**src/hdl/irds_pkg.sv**
```systemverilog
// Shared types, constants and helpers for the region difference statistics block.
package irds_pkg;

	localparam int unsigned MAX_REF_WIDTH_DEF  = 1024;
	localparam int unsigned MAX_REF_HEIGHT_DEF = 1024;
	localparam int unsigned MAX_SCREEN_DIM_DEF = 4096;

	localparam int unsigned DIM_W   = 13;
	localparam int unsigned REF_W   = 11;
	localparam int unsigned SCR_W   = 15;
	localparam int unsigned POS_W   = 13;
	localparam int unsigned AX_W    = 16;
	localparam int unsigned N_W     = 22;
	localparam int unsigned NUM_W   = 42;
	localparam int unsigned DEN_W   = 25;
	localparam int unsigned CNT_W   = $clog2(NUM_W + 1);
	localparam int unsigned QDEPTH  = 4;
	localparam int unsigned QPTR_W  = $clog2(QDEPTH);
	localparam int unsigned CIDX_W  = 3;

	localparam logic [7:0]  THRESHOLD  = 8'd16;
	localparam logic [7:0]  FULL_DIFF  = 8'd255;
	localparam logic [9:0]  FULL_SUM   = 10'd765;
	localparam logic [10:0] MEAN_SCALE = 11'd2000;
	localparam logic [17:0] PCT_SCALE  = 18'd200000;
	localparam logic [17:0] MEAN_MAX   = 18'd255000;
	localparam logic [16:0] PCT_MAX    = 17'd100000;

	localparam logic [DIM_W-1:0] RST_SCREEN_WIDTH  = 13'd640;
	localparam logic [DIM_W-1:0] RST_SCREEN_HEIGHT = 13'd480;
	localparam logic [REF_W-1:0] RST_REF_WIDTH     = 11'd64;
	localparam logic [REF_W-1:0] RST_REF_HEIGHT    = 11'd64;

	typedef enum logic [CIDX_W-1:0] {
		CFG_SCREEN_WIDTH  = 3'd0,
		CFG_SCREEN_HEIGHT = 3'd1,
		CFG_OFFSET_X      = 3'd2,
		CFG_OFFSET_Y      = 3'd3,
		CFG_REF_WIDTH     = 3'd4,
		CFG_REF_HEIGHT    = 3'd5
	} cfg_idx_t;

	typedef struct packed {
		logic [7:0] ref_red;
		logic [7:0] ref_green;
		logic [7:0] ref_blue;
		logic [7:0] scr_red;
		logic [7:0] scr_green;
		logic [7:0] scr_blue;
	} pixel_t;

	typedef struct packed {
		logic [17:0] mean_milli;
		logic [7:0]  max_diff;
		logic [16:0] pct_milli;
		logic [29:0] diff_sum;
		logic [20:0] over_count;
	} result_t;

	typedef struct packed {
		logic [REF_W-1:0] rw;
		logic [REF_W-1:0] rh;
		logic [SCR_W-1:0] sw;
		logic [SCR_W-1:0] sh;
		logic [DIM_W-1:0] ox;
		logic [DIM_W-1:0] oy;
	} geom_t;

	typedef struct packed {
		logic [9:0] sum_add;
		logic [7:0] max_val;
		logic       over;
		logic       last;
	} px_rec_t;

	typedef struct packed {
		logic             start;
		logic [NUM_W-1:0] num;
		logic [DEN_W-1:0] den;
	} div_req_t;

	typedef struct packed {
		logic             done;
		logic [NUM_W-1:0] quo;
	} div_rsp_t;

	typedef enum logic [2:0] {
		BK_RUN,
		BK_MUL,
		BK_MEAN_GO,
		BK_MEAN_WAIT,
		BK_PCT_GO,
		BK_PCT_WAIT,
		BK_PUT
	} back_state_t;

	function automatic logic [7:0] absdiff(input logic [7:0] a, input logic [7:0] b);
		return (a > b) ? (a - b) : (b - a);
	endfunction

endpackage

```
**src/hdl/irds_queue.sv**
```systemverilog
// Short queue of classified pixel records between the front and back parts.
module irds_queue (
	input  logic             clk,
	input  logic             arst_n,
	input  logic             wr_en,
	input  irds_pkg::px_rec_t wr_data,
	output logic             q_full,
	input  logic             rd_en,
	output irds_pkg::px_rec_t rd_data,
	output logic             q_empty
);

	irds_pkg::px_rec_t mem_q [irds_pkg::QDEPTH];
	logic [irds_pkg::QPTR_W-1:0] wr_ptr_q;
	logic [irds_pkg::QPTR_W-1:0] rd_ptr_q;
	logic [irds_pkg::QPTR_W:0]   count_q;

	assign q_full  = (count_q == (irds_pkg::QPTR_W + 1)'(irds_pkg::QDEPTH));
	assign q_empty = (count_q == '0);
	assign rd_data = mem_q[rd_ptr_q];

	always_ff @(posedge clk) begin
		if (wr_en) begin
			mem_q[wr_ptr_q] <= wr_data;
		end
	end

	always_ff @(posedge clk or negedge arst_n) begin
		if (!arst_n) begin
			wr_ptr_q <= '0;
			rd_ptr_q <= '0;
			count_q  <= '0;
		end else begin
			if (wr_en) begin
				wr_ptr_q <= wr_ptr_q + 1'b1;
			end
			if (rd_en) begin
				rd_ptr_q <= rd_ptr_q + 1'b1;
			end
			unique case ({wr_en, rd_en})
				2'b10:   count_q <= count_q + 1'b1;
				2'b01:   count_q <= count_q - 1'b1;
				default: count_q <= count_q;
			endcase
		end
	end

endmodule

```
**src/hdl/irds_front.sv**
```systemverilog
// Front part: tracks position, checks screen bounds and classifies each pixel.
module irds_front #(
	parameter int unsigned MAX_REF_WIDTH  = irds_pkg::MAX_REF_WIDTH_DEF,
	parameter int unsigned MAX_REF_HEIGHT = irds_pkg::MAX_REF_HEIGHT_DEF
) (
	input  logic              clk,
	input  logic              arst_n,
	input  irds_pkg::geom_t   geom,
	input  logic              push,
	output logic              full,
	input  irds_pkg::pixel_t  pixel,
	output logic              q_push,
	input  logic              q_full,
	output irds_pkg::px_rec_t q_data
);

	localparam int unsigned COL_W = (MAX_REF_WIDTH > 1) ? $clog2(MAX_REF_WIDTH) : 1;
	localparam int unsigned ROW_W = (MAX_REF_HEIGHT > 1) ? $clog2(MAX_REF_HEIGHT) : 1;

	logic [COL_W-1:0] column_q;
	logic [ROW_W-1:0] row_q;

	logic [irds_pkg::AX_W-1:0] ax;
	logic [irds_pkg::AX_W-1:0] ay;
	logic                      outside;
	logic                      col_end;
	logic                      row_end;
	logic [7:0]                d_r;
	logic [7:0]                d_g;
	logic [7:0]                d_b;
	logic [7:0]                d_max;

	assign full   = q_full;
	assign q_push = push && !q_full;

	always_comb begin
		ax = {{(irds_pkg::AX_W - irds_pkg::DIM_W){geom.ox[irds_pkg::DIM_W-1]}}, geom.ox}
			+ irds_pkg::AX_W'(column_q);
		ay = {{(irds_pkg::AX_W - irds_pkg::DIM_W){geom.oy[irds_pkg::DIM_W-1]}}, geom.oy}
			+ irds_pkg::AX_W'(row_q);
		outside = ax[irds_pkg::AX_W-1] || ay[irds_pkg::AX_W-1]
			|| (ax >= irds_pkg::AX_W'(geom.sw)) || (ay >= irds_pkg::AX_W'(geom.sh));

		col_end = (irds_pkg::POS_W'(column_q)
			>= (irds_pkg::POS_W'(geom.rw) - irds_pkg::POS_W'(1)));
		row_end = (irds_pkg::POS_W'(row_q)
			>= (irds_pkg::POS_W'(geom.rh) - irds_pkg::POS_W'(1)));

		d_r   = irds_pkg::absdiff(pixel.scr_red, pixel.ref_red);
		d_g   = irds_pkg::absdiff(pixel.scr_green, pixel.ref_green);
		d_b   = irds_pkg::absdiff(pixel.scr_blue, pixel.ref_blue);
		d_max = (d_r > d_g) ? d_r : d_g;
		d_max = (d_b > d_max) ? d_b : d_max;

		if (outside) begin
			q_data.sum_add = irds_pkg::FULL_SUM;
			q_data.max_val = irds_pkg::FULL_DIFF;
			q_data.over    = 1'b1;
		end else begin
			q_data.sum_add = 10'(d_r) + 10'(d_g) + 10'(d_b);
			q_data.max_val = d_max;
			q_data.over    = (d_max > irds_pkg::THRESHOLD);
		end
		q_data.last = col_end && row_end;
	end

	always_ff @(posedge clk or negedge arst_n) begin
		if (!arst_n) begin
			column_q <= '0;
			row_q    <= '0;
		end else if (q_push) begin
			if (col_end) begin
				column_q <= '0;
				row_q    <= row_end ? '0 : row_q + 1'b1;
			end else begin
				column_q <= column_q + 1'b1;
			end
		end
	end

endmodule

```
**src/hdl/irds_div.sv**
```systemverilog
// Bit-serial restoring divider shared by the mean and percentage results.
module irds_div (
	input  logic               clk,
	input  logic               arst_n,
	input  irds_pkg::div_req_t req,
	output irds_pkg::div_rsp_t rsp
);

	logic [irds_pkg::NUM_W-1:0] num_q;
	logic [irds_pkg::DEN_W-1:0] den_q;
	logic [irds_pkg::DEN_W-1:0] rem_q;
	logic [irds_pkg::CNT_W-1:0] cnt_q;
	logic                       done_q;

	logic [irds_pkg::DEN_W:0] rem_sh;
	logic                     ge;

	assign rem_sh   = {rem_q, num_q[irds_pkg::NUM_W-1]};
	assign ge       = (rem_sh >= {1'b0, den_q});
	assign rsp.done = done_q;
	assign rsp.quo  = num_q;

	always_ff @(posedge clk) begin
		if (req.start && cnt_q == '0) begin
			num_q <= req.num;
			den_q <= req.den;
			rem_q <= '0;
		end else if (cnt_q != '0) begin
			rem_q <= ge ? irds_pkg::DEN_W'(rem_sh - {1'b0, den_q})
				: irds_pkg::DEN_W'(rem_sh);
			num_q <= {num_q[irds_pkg::NUM_W-2:0], ge};
		end
	end

	always_ff @(posedge clk or negedge arst_n) begin
		if (!arst_n) begin
			cnt_q  <= '0;
			done_q <= 1'b0;
		end else begin
			done_q <= (cnt_q == irds_pkg::CNT_W'(1));
			if (req.start && cnt_q == '0) begin
				cnt_q <= irds_pkg::CNT_W'(irds_pkg::NUM_W);
			end else if (cnt_q != '0) begin
				cnt_q <= cnt_q - 1'b1;
			end
		end
	end

endmodule

```
**src/hdl/irds_back.sv**
```systemverilog
// Back part: accumulates records, scales and divides at image end, holds the result.
module irds_back (
	input  logic               clk,
	input  logic               arst_n,
	input  irds_pkg::geom_t    geom,
	output logic               q_pop,
	input  logic               q_empty,
	input  irds_pkg::px_rec_t  q_data,
	output irds_pkg::div_req_t div_req,
	input  irds_pkg::div_rsp_t div_rsp,
	output logic               empty,
	input  logic               pop,
	output irds_pkg::result_t  result
);

	irds_pkg::back_state_t state_q;
	irds_pkg::back_state_t state_d;

	logic [29:0] sum_acc_q;
	logic [7:0]  max_acc_q;
	logic [20:0] over_acc_q;
	logic [29:0] sum_fin_q;
	logic [7:0]  max_fin_q;
	logic [20:0] over_fin_q;
	logic [irds_pkg::N_W-1:0]   n_q;
	logic [irds_pkg::NUM_W-1:0] mean_num_q;
	logic [irds_pkg::NUM_W-1:0] pct_num_q;
	logic [irds_pkg::DEN_W-1:0] mean_den_q;
	logic [irds_pkg::DEN_W-1:0] pct_den_q;
	logic [17:0] mean_q;
	logic [16:0] pct_q;
	irds_pkg::result_t result_q;
	logic        out_valid_q;

	logic [29:0] sum_new;
	logic [7:0]  max_new;
	logic [20:0] over_new;

	assign sum_new  = sum_acc_q + 30'(q_data.sum_add);
	assign max_new  = (q_data.max_val > max_acc_q) ? q_data.max_val : max_acc_q;
	assign over_new = over_acc_q + 21'(q_data.over);
	assign empty    = !out_valid_q;
	assign result   = result_q;

	always_ff @(posedge clk or negedge arst_n) begin
		if (!arst_n) begin
			state_q <= irds_pkg::BK_RUN;
		end else begin
			state_q <= state_d;
		end
	end

	always_comb begin
		state_d       = state_q;
		q_pop         = 1'b0;
		div_req.start = 1'b0;
		div_req.num   = mean_num_q;
		div_req.den   = mean_den_q;
		unique case (state_q)
			irds_pkg::BK_RUN: begin
				q_pop = !q_empty;
				if (!q_empty && q_data.last) begin
					state_d = irds_pkg::BK_MUL;
				end
			end
			irds_pkg::BK_MUL: begin
				state_d = irds_pkg::BK_MEAN_GO;
			end
			irds_pkg::BK_MEAN_GO: begin
				div_req.start = 1'b1;
				state_d       = irds_pkg::BK_MEAN_WAIT;
			end
			irds_pkg::BK_MEAN_WAIT: begin
				if (div_rsp.done) begin
					state_d = irds_pkg::BK_PCT_GO;
				end
			end
			irds_pkg::BK_PCT_GO: begin
				div_req.start = 1'b1;
				div_req.num   = pct_num_q;
				div_req.den   = pct_den_q;
				state_d       = irds_pkg::BK_PCT_WAIT;
			end
			irds_pkg::BK_PCT_WAIT: begin
				if (div_rsp.done) begin
					state_d = irds_pkg::BK_PUT;
				end
			end
			irds_pkg::BK_PUT: begin
				if (!out_valid_q) begin
					state_d = irds_pkg::BK_RUN;
				end
			end
			default: begin
				state_d = irds_pkg::BK_RUN;
			end
		endcase
	end

	always_ff @(posedge clk or negedge arst_n) begin
		if (!arst_n) begin
			sum_acc_q  <= '0;
			max_acc_q  <= '0;
			over_acc_q <= '0;
		end else if (q_pop) begin
			if (q_data.last) begin
				sum_acc_q  <= '0;
				max_acc_q  <= '0;
				over_acc_q <= '0;
			end else begin
				sum_acc_q  <= sum_new;
				max_acc_q  <= max_new;
				over_acc_q <= over_new;
			end
		end
	end

	always_ff @(posedge clk) begin
		if (q_pop && q_data.last) begin
			sum_fin_q  <= sum_new;
			max_fin_q  <= max_new;
			over_fin_q <= over_new;
			n_q        <= irds_pkg::N_W'(geom.rw) * irds_pkg::N_W'(geom.rh);
		end
		if (state_q == irds_pkg::BK_MUL) begin
			mean_num_q <= irds_pkg::NUM_W'(sum_fin_q) * irds_pkg::NUM_W'(irds_pkg::MEAN_SCALE)
				+ irds_pkg::NUM_W'({n_q, 1'b0}) + irds_pkg::NUM_W'(n_q);
			pct_num_q  <= irds_pkg::NUM_W'(over_fin_q) * irds_pkg::NUM_W'(irds_pkg::PCT_SCALE)
				+ irds_pkg::NUM_W'(n_q);
			mean_den_q <= irds_pkg::DEN_W'({n_q, 2'b00}) + irds_pkg::DEN_W'({n_q, 1'b0});
			pct_den_q  <= irds_pkg::DEN_W'({n_q, 1'b0});
		end
		if (state_q == irds_pkg::BK_MEAN_WAIT && div_rsp.done) begin
			mean_q <= (div_rsp.quo > irds_pkg::NUM_W'(irds_pkg::MEAN_MAX))
				? irds_pkg::MEAN_MAX : div_rsp.quo[17:0];
		end
		if (state_q == irds_pkg::BK_PCT_WAIT && div_rsp.done) begin
			pct_q <= (div_rsp.quo > irds_pkg::NUM_W'(irds_pkg::PCT_MAX))
				? irds_pkg::PCT_MAX : div_rsp.quo[16:0];
		end
		if (state_q == irds_pkg::BK_PUT && !out_valid_q) begin
			result_q.mean_milli <= mean_q;
			result_q.max_diff   <= max_fin_q;
			result_q.pct_milli  <= pct_q;
			result_q.diff_sum   <= sum_fin_q;
			result_q.over_count <= over_fin_q;
		end
	end

	always_ff @(posedge clk or negedge arst_n) begin
		if (!arst_n) begin
			out_valid_q <= 1'b0;
		end else if (pop && out_valid_q) begin
			out_valid_q <= 1'b0;
		end else if (state_q == irds_pkg::BK_PUT) begin
			out_valid_q <= 1'b1;
		end
	end

endmodule

```
**src/hdl/image_region_difference_stats.sv**
```systemverilog
// Top level of the region difference statistics block: configuration and part wiring.
//
//   port group       direction  handshake             request moved
//   push/full/pixel  in         push & !full          one reference/screen pixel pair
//   empty/pop/result out        pop & !empty          statistics of one finished image
//   cfg_*            in         cfg_valid & cfg_ready one register write (ready always high)
//
// One pixel a cycle enters while the four-entry queue has room.
// The last pixel of an image holds the back part while the shared bit-serial divider
// runs, 42 steps for the mean and then the same for the percentage; its result reaches
// the ports after the multiply, mean-divide, percentage-divide and put states.
// Meanwhile pixels enter only until the queue holds four, then full stays high;
// a result still waiting to be popped holds the back part, and so the input, likewise once the next result is ready.
// Reset is asynchronous and immediate; no clearing pass.
module image_region_difference_stats #(
	parameter int unsigned MAX_REF_WIDTH  = irds_pkg::MAX_REF_WIDTH_DEF,
	parameter int unsigned MAX_REF_HEIGHT = irds_pkg::MAX_REF_HEIGHT_DEF,
	parameter int unsigned MAX_SCREEN_DIM = irds_pkg::MAX_SCREEN_DIM_DEF
) (
	input  logic                         clk,
	input  logic                         arst_n,
	input  logic                         push,
	output logic                         full,
	input  irds_pkg::pixel_t             pixel,
	output logic                         empty,
	input  logic                         pop,
	output irds_pkg::result_t            result,
	input  logic                         cfg_valid,
	output logic                         cfg_ready,
	input  logic [irds_pkg::CIDX_W-1:0]  cfg_index,
	input  logic [irds_pkg::DIM_W-1:0]   cfg_data
);

	logic [irds_pkg::DIM_W-1:0] screen_width_q;
	logic [irds_pkg::DIM_W-1:0] screen_height_q;
	logic [irds_pkg::DIM_W-1:0] offset_x_q;
	logic [irds_pkg::DIM_W-1:0] offset_y_q;
	logic [irds_pkg::REF_W-1:0] ref_width_q;
	logic [irds_pkg::REF_W-1:0] ref_height_q;

	irds_pkg::geom_t    geom;
	irds_pkg::px_rec_t  wr_rec;
	irds_pkg::px_rec_t  rd_rec;
	irds_pkg::div_req_t div_req;
	irds_pkg::div_rsp_t div_rsp;
	logic               q_push;
	logic               q_full;
	logic               q_pop;
	logic               q_empty;

	assign cfg_ready = 1'b1;

	always_ff @(posedge clk or negedge arst_n) begin
		if (!arst_n) begin
			screen_width_q  <= irds_pkg::RST_SCREEN_WIDTH;
			screen_height_q <= irds_pkg::RST_SCREEN_HEIGHT;
			offset_x_q      <= '0;
			offset_y_q      <= '0;
			ref_width_q     <= irds_pkg::RST_REF_WIDTH;
			ref_height_q    <= irds_pkg::RST_REF_HEIGHT;
		end else if (cfg_valid && cfg_ready) begin
			unique case (cfg_index)
				irds_pkg::CFG_SCREEN_WIDTH:  screen_width_q  <= cfg_data;
				irds_pkg::CFG_SCREEN_HEIGHT: screen_height_q <= cfg_data;
				irds_pkg::CFG_OFFSET_X:      offset_x_q      <= cfg_data;
				irds_pkg::CFG_OFFSET_Y:      offset_y_q      <= cfg_data;
				irds_pkg::CFG_REF_WIDTH:     ref_width_q     <= cfg_data[irds_pkg::REF_W-1:0];
				irds_pkg::CFG_REF_HEIGHT:    ref_height_q    <= cfg_data[irds_pkg::REF_W-1:0];
				default: ;
			endcase
		end
	end

	always_comb begin
		if (ref_width_q == '0) begin
			geom.rw = irds_pkg::REF_W'(1);
		end else if (32'(ref_width_q) > MAX_REF_WIDTH) begin
			geom.rw = irds_pkg::REF_W'(MAX_REF_WIDTH);
		end else begin
			geom.rw = ref_width_q;
		end
		if (ref_height_q == '0) begin
			geom.rh = irds_pkg::REF_W'(1);
		end else if (32'(ref_height_q) > MAX_REF_HEIGHT) begin
			geom.rh = irds_pkg::REF_W'(MAX_REF_HEIGHT);
		end else begin
			geom.rh = ref_height_q;
		end
		geom.sw = (32'(screen_width_q) > MAX_SCREEN_DIM)
			? irds_pkg::SCR_W'(MAX_SCREEN_DIM) : irds_pkg::SCR_W'(screen_width_q);
		geom.sh = (32'(screen_height_q) > MAX_SCREEN_DIM)
			? irds_pkg::SCR_W'(MAX_SCREEN_DIM) : irds_pkg::SCR_W'(screen_height_q);
		geom.ox = offset_x_q;
		geom.oy = offset_y_q;
	end

	irds_front #(
		.MAX_REF_WIDTH  (MAX_REF_WIDTH),
		.MAX_REF_HEIGHT (MAX_REF_HEIGHT)
	) u_front (
		.clk    (clk),
		.arst_n (arst_n),
		.geom   (geom),
		.push   (push),
		.full   (full),
		.pixel  (pixel),
		.q_push (q_push),
		.q_full (q_full),
		.q_data (wr_rec)
	);

	irds_queue u_queue (
		.clk     (clk),
		.arst_n  (arst_n),
		.wr_en   (q_push),
		.wr_data (wr_rec),
		.q_full  (q_full),
		.rd_en   (q_pop),
		.rd_data (rd_rec),
		.q_empty (q_empty)
	);

	irds_div u_div (
		.clk    (clk),
		.arst_n (arst_n),
		.req    (div_req),
		.rsp    (div_rsp)
	);

	irds_back u_back (
		.clk     (clk),
		.arst_n  (arst_n),
		.geom    (geom),
		.q_pop   (q_pop),
		.q_empty (q_empty),
		.q_data  (rd_rec),
		.div_req (div_req),
		.div_rsp (div_rsp),
		.empty   (empty),
		.pop     (pop),
		.result  (result)
	);

endmodule

```
**config.mk**
```make
export PLATFORM = sky130hd
export DESIGN_NAME = image_region_difference_stats
export DESIGN_NICKNAME = d
export VERILOG_FILES = /design/src/hdl/irds_pkg.sv /design/src/hdl/irds_queue.sv /design/src/hdl/irds_front.sv /design/src/hdl/irds_div.sv /design/src/hdl/irds_back.sv /design/src/hdl/image_region_difference_stats.sv
export SDC_FILE = /design/constraint.sdc
export NUM_CORES = 2
export LEC_CHECK = 0
export BUFFER_PORTS_ARGS = -buffer_cell sky130_fd_sc_hd__buf_2
export CORE_ASPECT_RATIO = 1.25
export CORE_UTILIZATION = 58
export DETAILED_ROUTE_END_ITERATION = 8
export PLACE_DENSITY = 0.75
export SYNTH_ARGS = -nofsm -noshare
export SYNTH_HDL_FRONTEND = slang
export SYNTH_SLANG_ARGS = --single-unit
```
**constraint.sdc**
```tcl
create_clock -name clk -period 7 [get_ports clk]
set_input_delay 0.35 -clock clk [delete_from_list [all_inputs] [get_ports clk]]
set_output_delay 0.35 -clock clk [all_outputs]
set_load 0.01 [all_outputs]
```
==> run summary <==
Outcome: finished clean
# port buffers: 164
Hold slack: 0.0272 ns
GR Util met1: 0.297
Worst r2r dst: u_back.mean_num_q[38]
Power share of the clock group: 0.161
Pint: 13.3 mW
Longest Clk Path Bufs: 3
Most frequent CP cell: fa_1
# nets final: 5674
Detailed Routing Iterations Pass 1: 5
Remaining global-route overflow: 0
Post-DR wirelength/cell: 17.6 microns
Placeable Area: 84100 sq um
Worst Hold Class: in -> reg
Worst-path fanout max: 5
Sw frac: 0.409
Largest net degree at the start of global routing: 132
Largest stage delay on the critical path: 0.54 ns
Yosys warns: 0
Root buf cell: clkbuf_16
Clock skew: 0.0155 ns
Peak supply drop: 0.000517 V
Initial Util: 0.585
DR DRC count: 0
RR Startpoint: u_back.sum_fin_q[5]
Switching power total: 9.23 mW
Number of synthesized flops with an enable pin: 474
GRT Total Usage: 0.245
CP cell instances: inv_2, buf_4, fa_1, fa_1, fa_1, fa_1, inv_1, ha_1, o21ai_0, or3_1, o21ba_4, o31a_2, nor2_1, xor2_1, fa_1, inv_1, ha_1, nand3_1, o21ai_2, nor4_4, nor4b_2, or3b_4, nor3_4, xor2_1
Htree depth: 3
Synth area leaders: edfxtp_1 29%, ha_1 13%, fa_1 12%, dfrtp_1 8.3%, inv_1 4.4%
Max cap viols: 0
Final wirelength: 104 mm
Number of buffers created by CTS: 69
First-pass GRT wire length: 170 mm
Min-delay src: cfg_data[12]
GR peak layer: met2
Cell variety after synth: 97
Period utilization: 0.960
Slew @ Worst Pin: 1.23 ns
Sequential element share of the synthesized area: 0.386
Synth async-reset ratio: 0.255
Yosys top cell area share: 0.289
Fin. Hold Viols: 0
Top delay family on crit path: adder cells
CP Data Arrival Time: 7.10 ns
Die Area: 86000 sq um
Post-Syn Instances: 4567
Final setup viols: 0
Hpwl dp: 81.3 mm
P&R area growth vs syn: 10.1%
Pwr/cell area: 416 nW/um^2
Final cell count without fillers: 5941
Fin crit period: 6.72 ns
R2R depth: 24
Fillcell total: 6472
Placed insts: 5807
Worst slew margin: 0.172
Reg clk slew, reported paths: 0.06 ns
Worst setup EP type: flip-flop
Final max-slew violation count: 0
Drt first-iter violations: 1917
Fin Setup TNS: 0 ns
Site Rows: 119
Top_reg_cell synth: edfxtp_1
Met3 Track Usage GR: 0.0352
Detail Route Antenna Nets: 0
Grt met2 use: 0.446
# IOs: 166
Diodes inserted: 0
Comb pwr share: 0.564
WHS Path Cells: 3
GPL Wtd Cong: 0.942
Synth Net Count: 5446
Achievable frequency: 149 MHz
R2R Setup Slk: 0.28 ns
CP Buf/Inv Count: 4
Initial antenna violation count: 1
TritonCTS clock tree: built
Synth Register Bits: 670
Critical Path RT: 7.38 ns
Vias in the first global route: 34000
Layout cell share with drive strength beyond 1: 0.115
Leak: 24.1 nW
Clock sink count: 670
Mean Syn Cell Area: 10.8 sq um
Overall die height: 328 microns
Hold path endpoint: screen_height_q[12]
Chip width: 263 microns
Routed via count: 33500
CP Launch Type: flip-flop
Clock latency on the worst-skew pair: 0.64 ns
Crit path kind: reg -> reg
CP max-delay cell: fa_1
Register share of total power: 0.276
Post-synth top area cell: edfxtp_1
Post-Syn Area: 49200 sq um
Vias per cell: 5.64
[final cells by class]
class / count / area, sq um / area share
multi-input cells: 3216 / 27800 / 0.513
well taps: 1089 / 1360 / 0.0251
clock inverters: 34 / 313 / 0.00577
flip-flops and latches: 670 / 19000 / 0.351
clock buffers: 94 / 1910 / 0.0353
repair buffers: 264 / 1600 / 0.0295
inverters: 574 / 2150 / 0.0398
[Yosys cell counts (20+ instances only)]
master    instances
xor2_1           85
o21bai_1         37
o31ai_1          33
mux2_2           85
and3_1           42
o21a_1           41
clkbuf_1         91
inv_1           571
nand2b_1         61
nor3_1           55
o21ai_0         227
dfrtp_1         163
nand2_1         407
nand4_1          31
ha_1            521
nor2b_1          68
a31oi_1          33
dfxtp_1          25
a21o_1           80
edfxtp_1        474
xnor2_1         202
a22o_1           24
nor2_1          223
fa_1            289
mux4_2           20
a21oi_1         187
a211oi_1         30
mux2i_1          71
and2_1           58
nand3_1          86
o211ai_1         27
[kinds of logic (layout without fill, tap and decap cells)]
| logic type | count (synthesis) | count (layout) | share of synthesized area |
|---|---|---|---|
| buf+inv | 681 | 966 | 0.0528 |
| mux | 176 | 176 | 0.0430 |
| simple gates | 1119 | 1119 | 0.109 |
| other cells | 1 | 1 | 0.0000762 |
| fa+ha+maj | 810 | 810 | 0.250 |
| compound gates | 823 | 823 | 0.107 |
| flops | 670 | 670 | 0.386 |
| xor+xnor | 287 | 287 | 0.0511 |
[sequential cells by signal, indices dropped and copies added (netlist names), 22 cells and up]
name	flops
u_div.den_q	24
u_back.sum_fin_q	30
u_div.rem_q	25
u_back.sum_acc_q	30
u_back.n_q	22
u_queue.mem_q	80
u_div.num_q	42
u_back.result	94
u_back.pct_num_q	34
u_back.mean_num_q	42
[worst reg2reg max path, delay by kind of cell (launching register included)]
| family | cells | cell delay (ns) |
|---|---|---|
| AOI/OAI and AO/OA | 4 | 0.72 |
| adders and majority gates | 7 | 3.14 |
| DFF | 1 | 0.44 |
| xor gates and xnor gates | 2 | 0.24 |
| and+or+nand+nor | 7 | 1.55 |
| buffers and inverters | 4 | 0.38 |
[worst max path at each step]
stage                                 end  depth (start not counted)           startpoint  slack (ns)
CTS                 u_back.mean_num_q[36]                         28  u_back.sum_fin_q[2]        0.06
global placement      u_queue.mem_q[0][1]                         31            pixel[16]        0.06
detailed placement    u_queue.mem_q[2][1]                         31            pixel[16]       -0.13
floorplan           u_back.mean_num_q[38]                         28  u_back.sum_fin_q[0]        0.16
finish              u_back.mean_num_q[38]                         24  u_back.sum_fin_q[5]        0.28
global route        u_back.mean_num_q[38]                         28  u_back.sum_fin_q[1]       -0.02
[metrics by stage]
step | area [sq um] | util | setup WS (ns) | power [mW]
6_report | 54200 | 0.644 | 0.280 | 22.6
5_1_grt | 54200 | 0.644 | -0.0171 | 24.4
4_1_cts | 54000 | 0.642 | 0.0639 | 22.3
3_5_place_dp | 51700 | 0.615 | -0.127 | 18.6
3_3_place_gp | 51700 | 0.615 | 0.0560 | 18.3
2_1_floorplan | 49200 | - | 0.159 | 15.8
[routing by layer]
metal / routed length [microns] / up-vias
met5: 0 / -
met4: 3160 / 0
met3: 4840 / 184
met2: 53500 / 755
met1: 43000 / 16200
li1: - / 16300
[cells in the final DEF (no fill, tap or decap), drive strengths merged, types with 189 or more instances in the layout]
cell type / Yosys / routed
inv: 572 / 581
buf: 14 / 260
edfxtp: 474 / 474
nand2: 407 / 407
fa: 289 / 289
a21oi: 189 / 189
ha: 521 / 521
nor2: 223 / 223
o21ai: 231 / 231
xnor2: 202 / 202
[timing repair]
item,CTS,global route
gates cloned,0,0
hold buffers,3,0
gates resized for setup,2,36
hold endpoints to repair,45,0
buffers inserted,0,2
setup endpoints to repair,3,24
pin swaps,0,12
[power groups by stage]
stage	sequential [mW]	combinational, mW	clock, mW
final	6.22	12.7	3.62
after detailed placement	6.29	12.3	0
after global placement	6.25	12.0	0
after global routing	6.31	14.3	3.83
after CTS	6.21	12.4	3.68
after floorplan	6.08	9.68	0
Power figures use the tool's default switching activity.
